**config.mk**
```make
export PLATFORM = sky130hd
export DESIGN_NAME = rational_arith_unit
export DESIGN_NICKNAME = d
export VERILOG_FILES = /design/src/rtl/core/rau_pkg.sv /design/src/rtl/core/rau_divider.sv /design/src/rtl/core/rau_multiplier.sv /design/src/rtl/core/rational_arith_unit.sv
export SDC_FILE = /design/constraint.sdc
export NUM_CORES = 2
export LEC_CHECK = 0
export BUFFER_PORTS_ARGS = -buffer_cell sky130_fd_sc_hd__buf_2
export CAP_MARGIN = 20
export CORE_MARGIN = 5
export CORE_UTILIZATION = 54
export DETAILED_ROUTE_END_ITERATION = 10
export GPL_TIMING_DRIVEN = 0
export MAX_ROUTING_LAYER = met4
export PLACE_DENSITY = 0.78
export SYNTH_ARGS = -nofsm -noshare
export SYNTH_HDL_FRONTEND = slang
export SYNTH_SLANG_ARGS = --single-unit
export TNS_END_PERCENT = 20
```
**constraint.sdc**
```tcl
create_clock -name clk -period 8 [get_ports clk]
set_input_delay 1.6 -clock clk [delete_from_list [all_inputs] [get_ports clk]]
set_output_delay 1.6 -clock clk [all_outputs]
set_load 0.005 [all_outputs]
```
**src/rtl/core/rau_pkg.sv**
```systemverilog
// ----------------------------------------------------------------------------
// rau_pkg: shared types and constants for the rational arithmetic unit
// Operation codes, payload structs and the beat formats of both channels.
// ----------------------------------------------------------------------------
package rau_pkg;

  localparam int unsigned FieldBits = 32;

  typedef enum logic [2:0] {
    OP_ADD = 3'd0,
    OP_SUB = 3'd1,
    OP_MUL = 3'd2,
    OP_DIV = 3'd3,
    OP_CMP = 3'd4
  } op_t;

  typedef struct packed {
    logic [2:0]                  opcode;
    logic signed [FieldBits-1:0] left_num;
    logic signed [FieldBits-1:0] left_den;
    logic signed [FieldBits-1:0] right_num;
    logic signed [FieldBits-1:0] right_den;
  } in_beat_t;

  typedef struct packed {
    logic signed [FieldBits-1:0] result_num;
    logic signed [FieldBits-1:0] result_den;
    logic                        is_same;
    logic                        overflowed;
    logic                        zero_gcd_error;
  } out_beat_t;

endpackage

```
**src/rtl/core/rau_divider.sv**
```systemverilog
// ----------------------------------------------------------------------------
// rau_divider: shared unsigned restoring divider
// One quotient bit per cycle; gives quotient and remainder of two magnitudes.
// ----------------------------------------------------------------------------
module rau_divider #(
  parameter int unsigned W = 32
) (
  input  logic         clk,
  input  logic         rst,
  input  logic         start,
  input  logic [W-1:0] dividend,
  input  logic [W-1:0] divisor,
  output logic         done,
  output logic [W-1:0] quotient,
  output logic [W-1:0] remainder
);
  localparam int unsigned CW = $clog2(W + 1);

  logic [W-1:0]  quo;
  logic [W:0]    rem;
  logic [W-1:0]  dsr;
  logic [CW-1:0] count;
  logic          busy;
  logic [W:0]    trial;
  logic [W:0]    shifted;

  // one shift-subtract step
  always_comb begin
    shifted = {rem[W-1:0], quo[W-1]};
    trial   = shifted - {1'b0, dsr};
  end

  always_ff @(posedge clk) begin
    if (rst) begin
      busy  <= 1'b0;
      done  <= 1'b0;
      count <= '0;
    end else begin
      done <= 1'b0;
      if (start) begin
        busy  <= 1'b1;
        count <= CW'(W);
      end else if (busy) begin
        count <= count - 1'b1;
        if (count == CW'(1)) begin
          busy <= 1'b0;
          done <= 1'b1;
        end
      end
    end
  end

  always_ff @(posedge clk) begin
    if (start) begin
      quo <= dividend;
      rem <= '0;
      dsr <= divisor;
    end else if (busy) begin
      if (!trial[W]) begin
        rem <= trial;
        quo <= {quo[W-2:0], 1'b1};
      end else begin
        rem <= shifted;
        quo <= {quo[W-2:0], 1'b0};
      end
    end
  end

  assign quotient  = quo;
  assign remainder = rem[W-1:0];
endmodule

```
**src/rtl/core/rau_multiplier.sv**
```systemverilog
// ----------------------------------------------------------------------------
// rau_multiplier: shared shift-add magnitude multiplier
// One partial product bit per cycle; full 2W-bit product of two magnitudes.
// ----------------------------------------------------------------------------
module rau_multiplier #(
  parameter int unsigned W = 32
) (
  input  logic           clk,
  input  logic           rst,
  input  logic           start,
  input  logic [W-1:0]   mcand,
  input  logic [W-1:0]   mplier,
  output logic           done,
  output logic [2*W-1:0] product
);
  localparam int unsigned CW = $clog2(W + 1);

  logic [2*W-1:0] acc;
  logic [W-1:0]   mc;
  logic [W-1:0]   mp;
  logic [CW-1:0]  count;
  logic           busy;
  logic [W:0]     hi_sum;

  // add multiplicand into the high half when the low multiplier bit is set
  always_comb begin
    hi_sum = {1'b0, acc[2*W-1:W]} + (mp[0] ? {1'b0, mc} : '0);
  end

  always_ff @(posedge clk) begin
    if (rst) begin
      busy  <= 1'b0;
      done  <= 1'b0;
      count <= '0;
    end else begin
      done <= 1'b0;
      if (start) begin
        busy  <= 1'b1;
        count <= CW'(W);
      end else if (busy) begin
        count <= count - 1'b1;
        if (count == CW'(1)) begin
          busy <= 1'b0;
          done <= 1'b1;
        end
      end
    end
  end

  always_ff @(posedge clk) begin
    if (start) begin
      acc <= '0;
      mc  <= mcand;
      mp  <= mplier;
    end else if (busy) begin
      acc <= {hi_sum, acc[W-1:1]};
      mp  <= mp >> 1;
    end
  end

  assign product = acc;
endmodule

```
**src/rtl/core/rational_arith_unit.sv**
```systemverilog
// ----------------------------------------------------------------------------
// rational_arith_unit: fraction arithmetic with GCD reduction
// Add, subtract, multiply, divide or compare two fractions, reduced by GCD.
// ----------------------------------------------------------------------------
// Sequence: up to three products on the shared bit-serial multiplier, then Euclid
//   steps and two final divides on the shared bit-serial divider; compare runs
//   two reductions. One beat at a time: in_ready only while idle.
// Reset: rst is synchronous and active high; sequencer returns to idle.
// ----------------------------------------------------------------------------
module rational_arith_unit #(
  parameter int unsigned WORD_BITS = 32
) (
  input  logic               clk,
  input  logic               rst,
  input  logic               in_valid,
  output logic               in_ready,
  input  rau_pkg::in_beat_t  in_data,
  output logic               out_valid,
  input  logic               out_ready,
  output rau_pkg::out_beat_t out_data
);
  import rau_pkg::*;

  localparam int unsigned W = WORD_BITS;

  typedef enum logic [11:0] {
    S_IDLE  = 12'b000000000001,
    S_MUL1  = 12'b000000000010,
    S_MUL2  = 12'b000000000100,
    S_MUL3  = 12'b000000001000,
    S_SUM   = 12'b000000010000,
    S_RED   = 12'b000000100000,
    S_GCD   = 12'b000001000000,
    S_DIVP  = 12'b000010000000,
    S_DIVQ  = 12'b000100000000,
    S_NEXT  = 12'b001000000000,
    S_OUT   = 12'b010000000000,
    S_WAITU = 12'b100000000000
  } state_t;

  state_t state, ret_state;

  // captured operands, sign-magnitude
  logic [2:0]   op;
  logic         ln_s, ld_s, rn_s, rd_s;
  logic [W-1:0] ln_m, ld_m, rn_m, rd_m;
  // products (sign, full magnitude)
  logic         t1_s, t2_s, q_s;
  logic [2*W-1:0] t1_m, t2_m, q_m;
  // fraction under reduction
  logic         p_s, d_s;
  logic [W-1:0] p_m, d_m;
  logic [W-1:0] ga, gb;
  logic         ovf, err, second;
  logic [W-1:0] c_nm, c_dm;
  logic         c_ns, c_ds;
  out_beat_t    res;

  // shared unit hookup
  logic           m_start, m_done;
  logic [W-1:0]   m_a, m_b;
  logic [2*W-1:0] m_prod;
  logic           d_start, d_done;
  logic [W-1:0]   d_a, d_b, d_q, d_r;

  rau_multiplier #(.W(W)) u_mul (
    .clk(clk), .rst(rst), .start(m_start), .mcand(m_a), .mplier(m_b),
    .done(m_done), .product(m_prod)
  );

  rau_divider #(.W(W)) u_div (
    .clk(clk), .rst(rst), .start(d_start), .dividend(d_a), .divisor(d_b),
    .done(d_done), .quotient(d_q), .remainder(d_r)
  );

  function automatic logic [W-1:0] fld(input logic [FieldBits-1:0] raw);
    logic [W-1:0] v;
    begin
      if (W >= FieldBits) v = W'(signed'(raw));
      else v = W'(raw);
      return v;
    end
  endfunction

  function automatic logic [W-1:0] mag(input logic [W-1:0] v);
    return v[W-1] ? (~v + 1'b1) : v;
  endfunction

  // signed range check of a sign-magnitude value with a 2W+1 bit magnitude
  function automatic logic oor(input logic s, input logic [2*W:0] m);
    logic [2*W:0] lim;
    begin
      lim = (2*W+1)'(1) << (W-1);
      return s ? (m > lim) : (m >= lim);
    end
  endfunction

  // wrap to a W-bit word and re-split into sign and magnitude
  function automatic logic [W:0] wrapsm(input logic s, input logic [2*W:0] m);
    logic [W-1:0] u;
    begin
      u = s ? W'(~m + 1'b1) : m[W-1:0];
      return {u[W-1], mag(u)};
    end
  endfunction

  // input fields wrapped to the word size
  logic [W-1:0] in_ln, in_ld, in_rn, in_rd;
  assign in_ln = fld(in_data.left_num);
  assign in_ld = fld(in_data.left_den);
  assign in_rn = fld(in_data.right_num);
  assign in_rd = fld(in_data.right_den);

  // sum stage, from t1/t2
  logic [2*W:0] s_m;
  logic         s_s;
  logic [W:0]   wsum, wq, wt1, wt2;
  always_comb begin
    if (t1_s == t2_s) begin
      s_s = t1_s; s_m = {1'b0, t1_m} + {1'b0, t2_m};
    end else if (t1_m >= t2_m) begin
      s_s = t1_s; s_m = {1'b0, t1_m - t2_m};
    end else begin
      s_s = t2_s; s_m = {1'b0, t2_m - t1_m};
    end
    if (s_m == '0) s_s = 1'b0;
    wsum = wrapsm(s_s, s_m);
    wq   = wrapsm(q_s, {1'b0, q_m});
    wt1  = wrapsm(t1_s, {1'b0, t1_m});
    wt2  = wrapsm(t2_s, {1'b0, t2_m});
  end

  // unit operand selection
  always_comb begin
    m_a = ln_m; m_b = rd_m;
    case (state)
      S_MUL1: begin m_a = ln_m; m_b = (op == OP_MUL) ? rn_m : rd_m; end
      S_MUL2: begin m_a = (op == OP_ADD || op == OP_SUB) ? rn_m : ld_m;
                    m_b = (op == OP_MUL) ? rd_m : (op == OP_DIV) ? rn_m : ld_m; end
      S_MUL3: begin m_a = ld_m; m_b = rd_m; end
      default: ;
    endcase
    d_a = ga; d_b = gb;
    case (state)
      S_DIVP: begin d_a = p_m; d_b = ga; end
      S_DIVQ: begin d_a = d_m; d_b = ga; end
      default: ;
    endcase
  end

  logic busy_unit;
  assign in_ready  = (state == S_IDLE) && !out_valid;
  assign out_data  = res;

  always_ff @(posedge clk) begin
    if (rst) begin
      state     <= S_IDLE;
      ret_state <= S_IDLE;
      out_valid <= 1'b0;
      m_start   <= 1'b0;
      d_start   <= 1'b0;
      busy_unit <= 1'b0;
    end else begin
      m_start <= 1'b0;
      d_start <= 1'b0;
      if (out_valid && out_ready) out_valid <= 1'b0;
      case (state)
        S_IDLE: begin
          if (in_valid && in_ready) begin
            op   <= in_data.opcode;
            ln_s <= in_ln[W-1]; ln_m <= mag(in_ln);
            ld_s <= in_ld[W-1]; ld_m <= mag(in_ld);
            rn_s <= in_rn[W-1]; rn_m <= mag(in_rn);
            rd_s <= in_rd[W-1]; rd_m <= mag(in_rd);
            ovf <= 1'b0; err <= 1'b0; second <= 1'b0;
            res <= '0;
            if (in_data.opcode <= 3'(OP_DIV)) begin
              state <= S_MUL1; m_start <= 1'b1; busy_unit <= 1'b0;
            end else if (in_data.opcode == 3'(OP_CMP)) begin
              state <= S_RED; busy_unit <= 1'b0;
            end else begin
              state <= S_OUT;
            end
          end
        end
        S_MUL1: if (m_done) begin
          t1_m <= m_prod;
          t1_s <= (m_prod != '0) &&
                  (ln_s != ((op == OP_MUL) ? rn_s : rd_s));
          state <= S_MUL2; m_start <= 1'b1;
        end
        S_MUL2: if (m_done) begin
          t2_m <= m_prod;
          if (op == OP_DIV)
            t2_s <= (m_prod != '0) && (ld_s != rn_s);
          else if (op == OP_MUL)
            t2_s <= (m_prod != '0) && (ld_s != rd_s);
          else
            t2_s <= (m_prod != '0) && ((rn_s != ld_s) != (op == OP_SUB));
          if (op == OP_MUL || op == OP_DIV) begin
            state <= S_SUM;
          end else begin
            state <= S_MUL3; m_start <= 1'b1;
          end
        end
        S_MUL3: if (m_done) begin
          q_m <= m_prod;
          q_s <= (m_prod != '0) && (ld_s != rd_s);
          state <= S_SUM;
        end
        S_SUM: begin
          if (op == OP_MUL || op == OP_DIV) begin
            ovf <= oor(t1_s, {1'b0, t1_m}) || oor(t2_s, {1'b0, t2_m});
            p_s <= wt1[W];
            p_m <= wt1[W-1:0];
            d_s <= wt2[W];
            d_m <= wt2[W-1:0];
          end else begin
            ovf <= oor(t1_s, {1'b0, t1_m}) || oor(t2_s, {1'b0, t2_m}) ||
                   oor(s_s, s_m) || oor(q_s, {1'b0, q_m});
            p_s <= wsum[W]; p_m <= wsum[W-1:0];
            d_s <= wq[W];   d_m <= wq[W-1:0];
          end
          state <= S_RED;
        end
        S_RED: begin
          // load the fraction to reduce and start Euclid
          if (op == OP_CMP) begin
            if (!second) begin
              p_s <= ln_s; p_m <= ln_m; d_s <= ld_s; d_m <= ld_m;
              ga <= ln_m; gb <= ld_m;
            end else begin
              p_s <= rn_s; p_m <= rn_m; d_s <= rd_s; d_m <= rd_m;
              ga <= rn_m; gb <= rd_m;
            end
          end else begin
            ga <= p_m; gb <= d_m;
          end
          state <= S_GCD;
        end
        S_GCD: begin
          if (!busy_unit) begin
            if (gb == '0) begin
              if (ga == '0) begin
                err <= 1'b1; state <= S_NEXT;
              end else begin
                state <= S_DIVP; d_start <= 1'b1; busy_unit <= 1'b1;
              end
            end else begin
              d_start <= 1'b1; busy_unit <= 1'b1;
            end
          end else if (d_done) begin
            ga <= gb; gb <= d_r; busy_unit <= 1'b0;
          end
        end
        S_DIVP: if (d_done) begin
          p_m <= d_q; state <= S_DIVQ; d_start <= 1'b1;
        end
        S_DIVQ: if (d_done) begin
          d_m <= d_q; busy_unit <= 1'b0; state <= S_NEXT;
        end
        S_NEXT: begin
          if (op == OP_CMP && !second) begin
            c_ns <= p_s; c_nm <= p_m; c_ds <= d_s; c_dm <= d_m;
            second <= 1'b1; state <= S_RED;
          end else begin
            state <= S_OUT;
          end
        end
        S_OUT: begin
          res.overflowed     <= ovf;
          res.zero_gcd_error <= err;
          if (op == OP_CMP) begin
            res.is_same <= !err && (c_ns == p_s) && (c_nm == p_m) &&
                           (c_ds == d_s) && (c_dm == d_m);
          end else if (op <= 3'(OP_DIV) && !err) begin
            res.result_num <= FieldBits'(signed'(p_s ? (~p_m + 1'b1) : p_m));
            res.result_den <= FieldBits'(signed'(d_s ? (~d_m + 1'b1) : d_m));
          end
          out_valid <= 1'b1;
          state     <= S_WAITU;
        end
        S_WAITU: begin
          ret_state <= S_IDLE;
          state     <= ret_state;
        end
        default: state <= S_IDLE;
      endcase
    end
  end
endmodule

```
==> results.yml <==
route:
  vias: 58060
  drt_pass1_iterations: 7
  drt-wirelength-per-cell_um: 28.59
  routed_wl_um: 246800
  antenna_left: 0
  drtIter0Drc: 8920
  viasPerCell: 6.726
  drc: 0
synth:
  async_flop_share_pct: 0
  syn_avg_cell_area_um2: 9.079
  synth-edff-count: 724
  syn_area_mm2: 0.06090
  muxShareOfSynthArea_pct: 5.128
  synth_area_leaders: "edfxtp_1 (36%), xnor2_1 (5.9%), ha_1 (5.6%)"
  yosys.area_share.simple_pct: 17.22
  ys_seq_area_share_pct: 39.91
  syn_inst: 6707
  yosys_warnings: 0
  yosysMostFrequentCell: "edfxtp_1"
  synthTopCellsByCount: "edfxtp_1 (724), nor2_1 (678), nand2_1 (573), a21oi_1 (514), o21ai_0 (457)"
  synth_top_family_by_area: "compound AO/OA/AOI/OAI gates"
  synth_area_leader_cell: "edfxtp_1"
  yosysTopAreaCellShare_pct: 35.70
  yosys.cell_types.count: 109
  ys.flop_type: "edfxtp_1"
  synth-seq-cells: 852
  synth_compound_gate_area_share_pct: 19.33
  postSynthNetCount: 7118
  yosys.area_share.adder_pct: 5.732
  synth-xor-area-share_pct: 8.356
clocking:
  clk_pin_slew_ns: 0.07
  cts_buffers: 82
  clkSinkCount: 852
  htreeDepth: 3
  clk_latency_ns: 0.68
  cts_root_buf: "clkbuf_16"
  clockBufferDepth: 3
  tritoncts: "done"
power:
  power_density_mw_per_mm2: 179.3
  power_leakage_nw: 25.17
  peakVddDrop_mv: 0.1809
global_routing:
  grt_usage_pct: 40.29
  gr-total-overflow: 0
  grt_max_degree: 65
  busiest_layer: "met2"
  use_met2_pct: 58.19
  grt_use_met1_pct: 53.12
  grt_pass1_wl_um: 354100
  met3_usage_pct: 11.99
  antenna_found_initial: 18
  grt_pass1_vias: 53790
floorplanning:
  rows: 123
  start_util_pct: 54.28
  io_pins: 204
  die-area_mm2: 0.1196
  core_mm2: 0.1122
  chipWidth_um: 345.8
  fp.dieH_um: 345.8
critical_path:
  endpoint_kind: "register"
  cp_top_family: "buffers and inverters"
  crit_required_ns: 8.34
  cpMaxStageDelayCell: "a2111oi_1"
  cp_num_buf_inv: 6
  start_kind: "register"
  crit_chain: "clkbuf_1, xor2_2, buf_6, clkdlybuf4s15_1, clkbuf_1, nand4_1, and4_1, a211oi_4, nand4_1, nor4_4, and4_4, nand4_4, buf_4, nand2_1, mux2_2, buf_2, a211oi_1, a2111oi_1, nor2_1"
  arrival_ns: 8.37
  path_class: "reg -> reg"
  slowest_delay_ns: 0.99
  worstPathMaxFanout: 16
place:
  place_ws_ns: -1.457
  portBuffers: 203
  gp_congestion: 1.133
  dp_hpwl_um: 197400
timing:
  hold_viol: 0
  setup_viol: 1
  tightestPinTransition_ns: 1.259
  skew_ns: 0.05620
  slew_viol_final: 0
  tns_ns: -0.02803
  period_needed_ns: 8.028
  period_share_pct: 100.4
  slew-limit-headroom_pct: 13.68
  fin_ws_ns: -0.02803
  max_freq_ghz: 0.1246
finish:
  fin_nets: 7465
  drive_gt1_share_pct: 9.900
  area_growth_pct: 11.55
  ff_latch_area_mm2: 0.02430
  multi_input_area_mm2: 0.03454
  nFillCells: 9628
outcome:
  violations: "negative setup slack"
  status: "finished, violations left"
hold_path:
  min_path_type: "reg -> reg"
flow_run:
  drv_cap: 0
[final cells by class]
class	count	share of cell area (%)
sequential	852	35.78
buffer	353	2.175
multi-input combinational	5182	50.85
inverter	319	1.763
timing repair buffer	264	2.686
clock buffer	120	3.446
tap	1500	2.763
clock inverter	31	0.5010
antenna	11	0.04052
[cell usage in the layout (no fill, tap or decap), types with 75 or more instances in the layout]
cell type and count:
clkbuf_1 275, nor2_1 667, mux2i_1 204, edfxtp_1 724
dfxtp_1 128, mux2_2 96, nor3_1 114, nand3_1 101
inv_1 312, xnor2_1 400, or3_1 75, a22oi_1 102
o31ai_1 91, buf_2 244, a21oi_1 505, clkbuf_16 84
xor2_1 172, a31oi_1 95, ha_1 270, o21ai_0 452
nand2_1 570, nor4_1 121, nand4_1 108
[per-layer routing]
| metal | vias to the layer above | share of wire, % |
|---|---|---|
| li1 | 25450 | - |
| met1 | 27940 | 39 |
| met2 | 3951 | 42 |
| met3 | 730 | 13 |
| met4 | 0 | 5.2 |
| met5 | - | 0 |
[stage by stage]
| step | utilization (%) | instances | area (um^2) | hold slack, ns | total power (W) |
|---|---|---|---|---|---|
| floorplan | - | 6707 | 60900 | 0.4244 | 0.007244 |
| global route | 60.53 | 8626 | 67910 | 0.4546 | 0.01260 |
| detailed placement | 57.41 | 8439 | 64410 | 0.4334 | 0.008211 |
| global placement | 56.86 | 8410 | 63790 | 0.4286 | 0.008125 |
| CTS | 60.03 | 8595 | 67350 | 0.4178 | 0.01208 |
| finish | 60.55 | 8632 | 67930 | 0.4277 | 0.01218 |
[final timing paths]
check / slack (ns) / cells past startpoint / startpoint / to
setup / recovery: -0.03 / 19 / t1_s / p_m[28]
hold / removal: 0.43 / 0 / d_m[12] / c_dm[12]
setup reg to reg: -0.03 / 19 / t1_s / p_m[28]
hold reg to reg: 0.43 / 0 / d_m[12] / c_dm[12]
[flip-flops by register name (all words and copies together), names as in the netlist, 32 cells and up]
register / flops
p_m: 32
u_mul.mp: 32
gb: 32
t1_m: 64
d_m: 32
q_m: 64
c_nm: 32
u_div.dsr: 32
rd_m: 32
ld_m: 32
u_div.quotient: 32
ga: 32
u_mul.mc: 32
t2_m: 64
c_dm: 32
out_data: 67
rn_m: 32
u_mul.product: 64
ln_m: 32
u_div.rem: 32
[where the power goes]
part / internal (W) / leakage (nW) / switching, W
Sequential: 0.00536 / 7.70 / 0.000428
Clock: 0.00218 / 1.31 / 0.00176
Combinational: 0.000904 / 16.2 / 0.00155
[timing repair]
action	4_1_cts	5_1_grt
hold buffers	0	0
endpoints found under the setup margin	32	19
gates resized for setup	46	67
pin swaps	4	12
setup buffers	6	25
[cells by family after synthesis]
kind of cell,Yosys count
adders and majority gates,276
xor gates and xnor gates,581
muxes,300
DFF,852
AOI/OAI and AO/OA,1854
buffers and inverters,673
and+or+nand+nor,2171
Power figures use the tool's default switching activity.
